File: config.mk
export PLATFORM = sky130hd
export DESIGN_NAME = cuckoo_filter_engine
export DESIGN_NICKNAME = d
export VERILOG_FILES = /design/src/rtl/cfe_pkg.sv /design/src/rtl/cfe_ram.sv /design/src/rtl/cfe_front.sv /design/src/rtl/cfe_back.sv /design/src/rtl/cuckoo_filter_engine.sv
export SDC_FILE = /design/constraint.sdc
export NUM_CORES = 2
export LEC_CHECK = 0
export ABC_AREA = 1
export BUFFER_PORTS_ARGS = -buffer_cell sky130_fd_sc_hd__buf_2
export CAP_MARGIN = 20
export CORE_ASPECT_RATIO = 1.5
export CORE_MARGIN = 1
export CORE_UTILIZATION = 40
export DETAILED_ROUTE_END_ITERATION = 10
export GPL_ROUTABILITY_DRIVEN = 0
export SLEW_MARGIN = 10
export SYNTH_ARGS = -nofsm -noshare
export SYNTH_HDL_FRONTEND = slang
export SYNTH_SLANG_ARGS = --single-unit
File: constraint.sdc
create_clock -name clk -period 5.08 [get_ports clk]
set_clock_uncertainty 0.05 [all_clocks]
set_input_delay 0.762 -clock clk [delete_from_list [all_inputs] [get_ports clk]]
set_output_delay 0.762 -clock clk [all_outputs]
set_load 0.02 [all_outputs]
File: src/rtl/cfe_pkg.sv
package cfe_pkg;

    localparam int BUCKET_COUNT = 128;
    localparam int IDX_W        = $clog2(BUCKET_COUNT);
    localparam int FP_W         = 16;
    localparam int KEY_W        = 16;
    localparam int RELOC_W      = 8;
    localparam int CMD_DEPTH    = 2;

    localparam logic [FP_W-1:0] HASH_SEED  = 16'd5381;
    localparam int              HASH_SHIFT = 5;
    localparam int              BYTE_W     = 8;

    localparam logic KIND_INSERT = 1'b0;
    localparam logic KIND_LOOKUP = 1'b1;

    typedef logic [IDX_W-1:0] idx_t;
    typedef logic [FP_W-1:0]  fp_t;

    typedef struct packed {
        logic              kind;
        logic [KEY_W-1:0]  key;
        logic              victim_pick;
    } in_item_t;

    typedef struct packed {
        logic               ok;
        logic [RELOC_W-1:0] relocations;
    } out_item_t;

    typedef struct packed {
        logic kind;
        logic pick;
        fp_t  fp;
        idx_t cur;
        idx_t alt;
    } cmd_t;

    // 16-bit djb hash of two bytes, low byte first; all sums wrap at 16 bits.
    function automatic fp_t djb16(input logic [KEY_W-1:0] v);
        fp_t h;
        h = HASH_SEED;
        h = (h << HASH_SHIFT) + h + {{(FP_W-BYTE_W){1'b0}}, v[BYTE_W-1:0]};
        h = (h << HASH_SHIFT) + h + {{(FP_W-BYTE_W){1'b0}}, v[2*BYTE_W-1:BYTE_W]};
        return h;
    endfunction

    // Bucket index of a value: the hash taken modulo the power-of-two bucket count.
    function automatic idx_t index_of(input logic [KEY_W-1:0] v);
        fp_t h;
        h = djb16(v);
        return h[IDX_W-1:0];
    endfunction

endpackage

File: src/rtl/cfe_ram.sv
module cfe_ram #(
    parameter int WIDTH = 16,
    parameter int DEPTH = 128
) (
    input  logic                     clk,
    input  logic                     we,
    input  logic [$clog2(DEPTH)-1:0] waddr,
    input  logic [WIDTH-1:0]         wdata,
    input  logic [$clog2(DEPTH)-1:0] raddr,
    output logic [WIDTH-1:0]         rdata
);

    logic [WIDTH-1:0] mem [DEPTH];

    always_ff @(posedge clk)
    begin
        if (we)
        begin
            mem[waddr] <= wdata;
        end
        rdata <= mem[raddr];
    end

endmodule

File: src/rtl/cfe_front.sv
module cfe_front (
    input  logic             clk,
    input  logic             rst_n,
    input  logic             push,
    input  cfe_pkg::in_item_t item,
    output logic             full,
    output logic             cmd_valid,
    output cfe_pkg::cmd_t    cmd,
    input  logic             cmd_pop
);
    import cfe_pkg::*;

    localparam int PTR_W = $clog2(CMD_DEPTH);

    cmd_t             entry_reg [CMD_DEPTH];
    logic [PTR_W-1:0] wr_ptr_reg, wr_ptr_next;
    logic [PTR_W-1:0] rd_ptr_reg, rd_ptr_next;
    logic [PTR_W:0]   count_reg, count_next;
    cmd_t             new_cmd;
    logic             do_push;
    logic             do_pop;

    // Hash the key on the way in so the back end sees ready-made indexes.
    always_comb
    begin
        new_cmd.kind = item.kind;
        new_cmd.pick = item.victim_pick;
        new_cmd.fp   = djb16(item.key);
        new_cmd.cur  = new_cmd.fp[IDX_W-1:0];
        new_cmd.alt  = new_cmd.cur ^ index_of(new_cmd.fp);
    end

    assign full      = (count_reg == (PTR_W+1)'(CMD_DEPTH));
    assign cmd_valid = (count_reg != '0);
    assign cmd       = entry_reg[rd_ptr_reg];
    assign do_push   = push && !full;
    assign do_pop    = cmd_pop && cmd_valid;

    always_comb
    begin
        wr_ptr_next = do_push ? wr_ptr_reg + 1'b1 : wr_ptr_reg;
        rd_ptr_next = do_pop  ? rd_ptr_reg + 1'b1 : rd_ptr_reg;
        count_next  = count_reg + (PTR_W+1)'(do_push) - (PTR_W+1)'(do_pop);
    end

    always_ff @(posedge clk or negedge rst_n)
    begin
        if (!rst_n)
        begin
            wr_ptr_reg <= '0;
            rd_ptr_reg <= '0;
            count_reg  <= '0;
        end
        else
        begin
            wr_ptr_reg <= wr_ptr_next;
            rd_ptr_reg <= rd_ptr_next;
            count_reg  <= count_next;
        end
    end

    always_ff @(posedge clk)
    begin
        if (do_push)
        begin
            entry_reg[wr_ptr_reg] <= new_cmd;
        end
    end

endmodule

File: src/rtl/cfe_back.sv
module cfe_back (
    input  logic                         clk,
    input  logic                         rst_n,
    input  logic                         cmd_valid,
    input  cfe_pkg::cmd_t                cmd,
    output logic                         cmd_pop,
    input  logic [cfe_pkg::RELOC_W-1:0]  reloc_limit,
    output logic                         empty,
    output cfe_pkg::out_item_t           result,
    input  logic                         pop
);
    import cfe_pkg::*;

    typedef enum logic [2:0] {
        S_IDLE,
        S_CUR,
        S_ALT,
        S_REL_CHK,
        S_REL_RD
    } state_t;

    state_t               state_reg, state_next;
    logic                 kind_reg, kind_next;
    logic                 pick_reg, pick_next;
    fp_t                  fp_reg, fp_next;
    idx_t                 cur_reg, cur_next;
    idx_t                 alt_reg, alt_next;
    fp_t                  cur_val_reg, cur_val_next;
    logic [RELOC_W-1:0]   cnt_reg, cnt_next;
    logic [BUCKET_COUNT-1:0] valid_reg, valid_next;
    logic                 valid_rd_reg, valid_rd_next;
    logic                 out_valid_reg, out_valid_next;
    out_item_t            out_reg, out_next;

    logic  ram_we;
    idx_t  ram_waddr;
    fp_t   ram_wdata;
    idx_t  ram_raddr;
    fp_t   ram_rdata;
    fp_t   rd_slot;
    idx_t  nxt_idx;

    cfe_ram #(
        .WIDTH(FP_W),
        .DEPTH(BUCKET_COUNT)
    ) u_table (
        .clk  (clk),
        .we   (ram_we),
        .waddr(ram_waddr),
        .wdata(ram_wdata),
        .raddr(ram_raddr),
        .rdata(ram_rdata)
    );

    // A bucket never written since reset reads as empty.
    assign rd_slot = valid_rd_reg ? ram_rdata : '0;
    assign nxt_idx = cur_reg ^ index_of(fp_reg);
    assign empty   = !out_valid_reg;
    assign result  = out_reg;

    always_comb
    begin
        state_next     = state_reg;
        kind_next      = kind_reg;
        pick_next      = pick_reg;
        fp_next        = fp_reg;
        cur_next       = cur_reg;
        alt_next       = alt_reg;
        cur_val_next   = cur_val_reg;
        cnt_next       = cnt_reg;
        valid_next     = valid_reg;
        out_valid_next = out_valid_reg;
        out_next       = out_reg;
        cmd_pop        = 1'b0;
        ram_we         = 1'b0;
        ram_waddr      = cur_reg;
        ram_wdata      = fp_reg;
        ram_raddr      = cur_reg;

        if (pop && out_valid_reg)
        begin
            out_valid_next = 1'b0;
        end

        unique case (state_reg)
            S_IDLE:
            begin
                if (cmd_valid && !out_valid_reg)
                begin
                    cmd_pop    = 1'b1;
                    kind_next  = cmd.kind;
                    pick_next  = cmd.pick;
                    fp_next    = cmd.fp;
                    cur_next   = cmd.cur;
                    alt_next   = cmd.alt;
                    cnt_next   = '0;
                    ram_raddr  = cmd.cur;
                    state_next = S_CUR;
                end
            end
            S_CUR:
            begin
                cur_val_next = rd_slot;
                ram_raddr    = alt_reg;
                state_next   = S_ALT;
            end
            S_ALT:
            begin
                if (kind_reg == KIND_LOOKUP)
                begin
                    out_next.ok          = (cur_val_reg == fp_reg) || (rd_slot == fp_reg);
                    out_next.relocations = '0;
                    out_valid_next       = 1'b1;
                    state_next           = S_IDLE;
                end
                else if (cur_val_reg == '0)
                begin
                    ram_we               = 1'b1;
                    ram_waddr            = cur_reg;
                    out_next.ok          = 1'b1;
                    out_next.relocations = '0;
                    out_valid_next       = 1'b1;
                    state_next           = S_IDLE;
                end
                else if (rd_slot == '0)
                begin
                    ram_we               = 1'b1;
                    ram_waddr            = alt_reg;
                    out_next.ok          = 1'b1;
                    out_next.relocations = '0;
                    out_valid_next       = 1'b1;
                    state_next           = S_IDLE;
                end
                else
                begin
                    // Both candidates are full: the new fingerprint takes the victim
                    // bucket and the old occupant is carried on.
                    ram_we    = 1'b1;
                    ram_waddr = pick_reg ? cur_reg : alt_reg;
                    cur_next  = pick_reg ? cur_reg : alt_reg;
                    fp_next   = pick_reg ? cur_val_reg : rd_slot;
                    if (fp_reg == '0)
                    begin
                        // A zero fingerprint just clears the victim; nothing relocates.
                        out_next.ok          = 1'b0;
                        out_next.relocations = '0;
                        out_valid_next       = 1'b1;
                        state_next           = S_IDLE;
                    end
                    else
                    begin
                        state_next = S_REL_CHK;
                    end
                end
            end
            S_REL_CHK:
            begin
                if (cnt_reg < reloc_limit)
                begin
                    alt_next   = nxt_idx;
                    ram_raddr  = nxt_idx;
                    state_next = S_REL_RD;
                end
                else
                begin
                    out_next.ok          = 1'b0;
                    out_next.relocations = cnt_reg;
                    out_valid_next       = 1'b1;
                    state_next           = S_IDLE;
                end
            end
            S_REL_RD:
            begin
                ram_we    = 1'b1;
                ram_waddr = alt_reg;
                if (rd_slot == '0)
                begin
                    out_next.ok          = 1'b1;
                    out_next.relocations = cnt_reg;
                    out_valid_next       = 1'b1;
                    state_next           = S_IDLE;
                end
                else
                begin
                    fp_next    = rd_slot;
                    cur_next   = alt_reg;
                    cnt_next   = cnt_reg + 1'b1;
                    state_next = S_REL_CHK;
                end
            end
            default:
            begin
                state_next = S_IDLE;
            end
        endcase

        if (ram_we)
        begin
            valid_next[ram_waddr] = 1'b1;
        end
        valid_rd_next = valid_reg[ram_raddr];
    end

    always_ff @(posedge clk or negedge rst_n)
    begin
        if (!rst_n)
        begin
            state_reg     <= S_IDLE;
            kind_reg      <= 1'b0;
            pick_reg      <= 1'b0;
            fp_reg        <= '0;
            cur_reg       <= '0;
            alt_reg       <= '0;
            cur_val_reg   <= '0;
            cnt_reg       <= '0;
            valid_reg     <= '0;
            valid_rd_reg  <= 1'b0;
            out_valid_reg <= 1'b0;
            out_reg       <= '0;
        end
        else
        begin
            state_reg     <= state_next;
            kind_reg      <= kind_next;
            pick_reg      <= pick_next;
            fp_reg        <= fp_next;
            cur_reg       <= cur_next;
            alt_reg       <= alt_next;
            cur_val_reg   <= cur_val_next;
            cnt_reg       <= cnt_next;
            valid_reg     <= valid_next;
            valid_rd_reg  <= valid_rd_next;
            out_valid_reg <= out_valid_next;
            out_reg       <= out_next;
        end
    end

endmodule

File: src/rtl/cuckoo_filter_engine.sv
// Cuckoo filter engine: inserts and looks up 16-bit keys in a table of one
// fingerprint slot per bucket. The item side is a queue: a transfer happens
// when push is high and full is low. The result side is also a queue: the
// oldest result sits on the result port while empty is low and is transferred
// when pop is high. Every item yields exactly one result, in order.
// The front end hashes each key and holds up to two items; the back end walks
// the table through one single-port-read RAM. A lookup or a simple insert
// reads the current and the alternate bucket in the back end; an insert
// that evicts then repeats a relocation check and a read-then-swap step on
// the table memory, up to the relocation limit. An item's result reaches
// the result port through the front-end queue and the back end's idle,
// current-bucket and alternate-bucket states. The back end starts an item
// only once the result register is empty, so none starts while a result waits.
// Reset clears the table at once through per-bucket valid bits, empties both
// queues and sets the relocation limit to 8. When the receiver stalls, the
// result waits in its output register; the back end holds the next item until
// the result is taken, while the front end still takes up to two more items.
// The APB port holds the relocation limit at byte addresses 0 to 3; addresses
// 4 to 7 read as zero and ignore writes.
module cuckoo_filter_engine (
    input  logic                          clk,
    input  logic                          rst_n,
    input  logic                          push,
    input  cfe_pkg::in_item_t             item,
    output logic                          full,
    output logic                          empty,
    output cfe_pkg::out_item_t            result,
    input  logic                          pop,
    input  logic                          psel,
    input  logic                          penable,
    input  logic                          pwrite,
    input  logic [2:0]                    paddr,
    input  logic [31:0]                   pwdata,
    output logic [31:0]                   prdata,
    output logic                          pready
);
    import cfe_pkg::*;

    localparam logic REG_MAX_RELOC = 1'b0;
    localparam logic [RELOC_W-1:0] MAX_RELOC_RESET = 8'd8;

    logic               cmd_valid;
    cmd_t               cmd;
    logic               cmd_pop;
    logic [RELOC_W-1:0] max_reloc_reg;
    logic               reg_index;
    logic               cfg_write;

    // The register index is the word address; the low two bits are ignored.
    assign reg_index = paddr[2];
    assign cfg_write = psel && penable && pwrite && pready;
    assign pready    = 1'b1;

    always_ff @(posedge clk or negedge rst_n)
    begin
        if (!rst_n)
        begin
            max_reloc_reg <= MAX_RELOC_RESET;
        end
        else if (cfg_write && (reg_index == REG_MAX_RELOC))
        begin
            max_reloc_reg <= pwdata[RELOC_W-1:0];
        end
    end

    always_comb
    begin
        prdata = '0;
        if (reg_index == REG_MAX_RELOC)
        begin
            prdata = {{(32-RELOC_W){1'b0}}, max_reloc_reg};
        end
    end

    cfe_front u_front (
        .clk      (clk),
        .rst_n    (rst_n),
        .push     (push),
        .item     (item),
        .full     (full),
        .cmd_valid(cmd_valid),
        .cmd      (cmd),
        .cmd_pop  (cmd_pop)
    );

    cfe_back u_back (
        .clk        (clk),
        .rst_n      (rst_n),
        .cmd_valid  (cmd_valid),
        .cmd        (cmd),
        .cmd_pop    (cmd_pop),
        .reloc_limit(max_reloc_reg),
        .empty      (empty),
        .result     (result),
        .pop        (pop)
    );

endmodule

==> reports/results.ini <==
[clock_network]
root_buffer=clkbuf_16
cts_sinks=2324
clock_latency_ns=0.87
cts_buffers=209
clk_pin_slew_ns=0.07
htree_levels=4
cts_tree=yes
cts_setup_buffers=0
cts.path.max_buffers=4

[drt]
vias_per_cell=5.69
drt-initial-drc-count=7354
vias=68700
wl_per_cell_um=25.0
firstDrtPassIters=6
drc=0
drtAntennaViolNets=0
routed_wl_um=302000

[floorplanning]
num_rows=222
dieHeight_um=609
die_x_um=407
io_pins=104
start_util_pct=40.3
dieArea_mm2=0.248
core_mm2=0.244

[setup_path]
rrSetupSlack_ns=0.16
worstPathArrival_ns=5.61
cp_max_fo=36
path_cells=inv_1 > ha_1 > ha_1 > ha_1 > xnor2_1 > nor2_1 > nand3_1 > nand2_1 > nand2_1 > nand2_4 > inv_8 > buf_12 > nand3_1 > nand3_1 > nand3_1 > nand3_1 > nand3_1 > nand3_1 > nand2_1
critical_path_class=flop to flop
worst_setup_path_start_kind=flop
reg2reg_from=u_back.fp_reg[0]
worst_path_max_delay_cell=dfrtp_4
r2r_cells=19
reg2reg_to=u_back.u_table.rdata[4]
cp_data_required_time_ns=5.77
cpLargestDelayFamily=simple AND/OR/NAND/NOR gates
max_stage_delay_ns=0.48
critPathBufInv=3
end_kind=flop
crit_path_frequent_cell=nand3_1

[place]
dp_slack_ns=-0.440
placed_cells=11700
port_buffers=52
dp_hpwl_um=175000

[grt]
grt_overflow_total=0
met1_usage_pct=28.7
grt_pass1_vias=66600
grt_usage_pct=23.9
grt_pass1_wl_um=442000
antenna_found_initial=4
use_met3_pct=3.28
grt_start_max_net_pins=138
busiest_layer=met2
grt_util_met2_pct=40.2

[timing]
max_clock_freq_mhz=203
max_slew_margin_pct=20.1
finalCritPeriodShare_pct=96.9
worst_slack_ns=0.160
slew_viol_final=0
period_needed_ns=4.92
rsz0062_at_grt=no
setup_violations=0
setup_tns_ns=0
hold_viol=0
tightest_slew_ns=1.20

[logic_synthesis]
synth_seq_cells=2324
synth-edff-count=2098
ys_seq_area_share_pct=69.8
yosysTopAreaCell=edfxtp_1
synth_area_leaders=edfxtp_1, nand3_1, nand2_1
yosys_warnings=0
post-synth-top-area-fraction_pct=64.2
yosys.cell_types.count=53
ys.flop_type=edfxtp_1
async_flop_share_pct=9.04
synth.avg_cell_area_um2=11.5
syn-instance-count=8571
syn-cell-area_mm2=0.0982

[cells_and_area]
drive_above_1_share_pct=9.91
fillerInstances=22200
area_growth_pct=13.1
final_common_cell=nand3_1
largest_reg_flops=2048
finalNonFillerCells=12100
seq_area_mm2=0.0686
mostFrequentLayoutCells=nand3_1, edfxtp_1, nand2_1
nNetsFinal=8763
multi_input_area_mm2=0.0261
post-route-util_pct=45.5

[worst_hold_path]
whs_path_depth=1
hp-start=item[0]
worst_hold_path.endpoint=u_front.entry_reg[1][30]
min_path_type=input port to flop

[run]
cap_violations=0

[run_status]
status=complete, no violations

==> stage by stage <==
stage | cell area (um2) | hold WS, ns
6_report | 111000 | 0.0743
5_1_grt | 111000 | 0.0549
4_1_cts | 111000 | 0.0283
3_5_place_dp | 104000 | 0.395
3_3_place_gp | 104000 | 0.392
2_1_floorplan | 98300 | 0.377
==> worst max-delay path by stage <==
stage | slack, ns | startpoint | depth (start not counted) | to
2_1_floorplan | 0.02 | item[1] | 26 | u_front.entry_reg[0][6]
5_1_grt | 0.02 | u_back.fp_reg[0] | 19 | u_back.u_table.rdata[7]
3_5_place_dp | -0.44 | item[1] | 28 | u_front.entry_reg[0][6]
3_3_place_gp | -0.61 | item[1] | 28 | u_front.entry_reg[0][6]
6_report | 0.16 | u_back.fp_reg[0] | 19 | u_back.u_table.rdata[4]
4_1_cts | 0.39 | u_back.fp_reg[0] | 19 | u_back.u_table.rdata[7]
==> routing by layer <==
| metal | vias up | routed length, um | part of all wire (%) |
|---|---|---|---|
| met3 | 742 | 21100 | 7.0 |
| met5 | - | 12 | 0.0040 |
| met2 | 3079 | 149000 | 49 |
| li1 | 30700 | - | - |
| met1 | 34200 | 110000 | 37 |
| met4 | 2 | 21500 | 7.1 |
==> Yosys cell counts (all sizes together) (2+ instances only) <==
| cell | n |
|---|---|
| nand3 | 2858 |
| edfxtp | 2098 |
| nand2 | 1723 |
| buf | 365 |
| clkbuf | 257 |
| inv | 242 |
| nor2 | 217 |
| dfrtp | 209 |
| or2 | 129 |
| o21ai | 110 |
| ha | 55 |
| a21oi | 54 |
| xor2 | 47 |
| nand3b | 44 |
| a221oi | 20 |
| xnor2 | 18 |
| dfxtp | 16 |
| a31oi | 15 |
| nand4 | 14 |
| o22ai | 12 |
| o211ai | 9 |
| fa | 8 |
| nor3 | 8 |
| mux2i | 5 |
| nor4 | 5 |
| a21o | 4 |
| and2 | 4 |
| clkinv | 4 |
| nor3b | 3 |
| a211oi | 2 |
| a22oi | 2 |
| conb | 2 |
| o21a | 2 |
| o21bai | 2 |
| o31ai | 2 |
==> worst register-to-register path: stages (launching register included) <==
cell and delay, ns:
dfrtp_4 0.48, inv_1 0.27, ha_1 0.33, ha_1 0.29
ha_1 0.37, xnor2_1 0.20, nor2_1 0.07, nand3_1 0.09
nand2_1 0.05, nand2_1 0.10, nand2_4 0.22, inv_8 0.50
buf_12 0.36, nand3_1 0.16, nand3_1 0.13, nand3_1 0.17
nand3_1 0.33, nand3_1 0.39, nand3_1 0.17, nand2_1 0.08
==> kinds of logic after synthesis <==
| group | after synthesis | synth area share [%] |
|---|---|---|
| fa+ha+maj | 63 | 0.864 |
| other cells | 2 | 0.00765 |
| mux | 5 | 0.0510 |
| compound gates | 237 | 1.40 |
| flops | 2324 | 69.8 |
| simple gates | 5007 | 23.4 |
| xor+xnor | 65 | 0.580 |
| buf+inv | 868 | 3.81 |
==> timing repair <==
action | in CTS | in global routing
endpoints found under the setup margin | 0 | 7
hold buffers | 2 | 0
gates resized for setup | 0 | 3
endpoints found under the hold margin | 45 | 0
==> layout make-up <==
type | instances | share of cell area (%)
antenna | 2 | 0.00451
clock buffer | 285 | 5.24
clock inverter | 94 | 0.943
inverter | 246 | 0.856
multi-input combinational | 5402 | 23.5
sequential | 2324 | 61.8
tap | 3248 | 3.66
timing repair buffer | 457 | 4.03
Power is not shown: default switching activity piles up to over one toggle a cycle in this logic, so the estimate is an artifact.
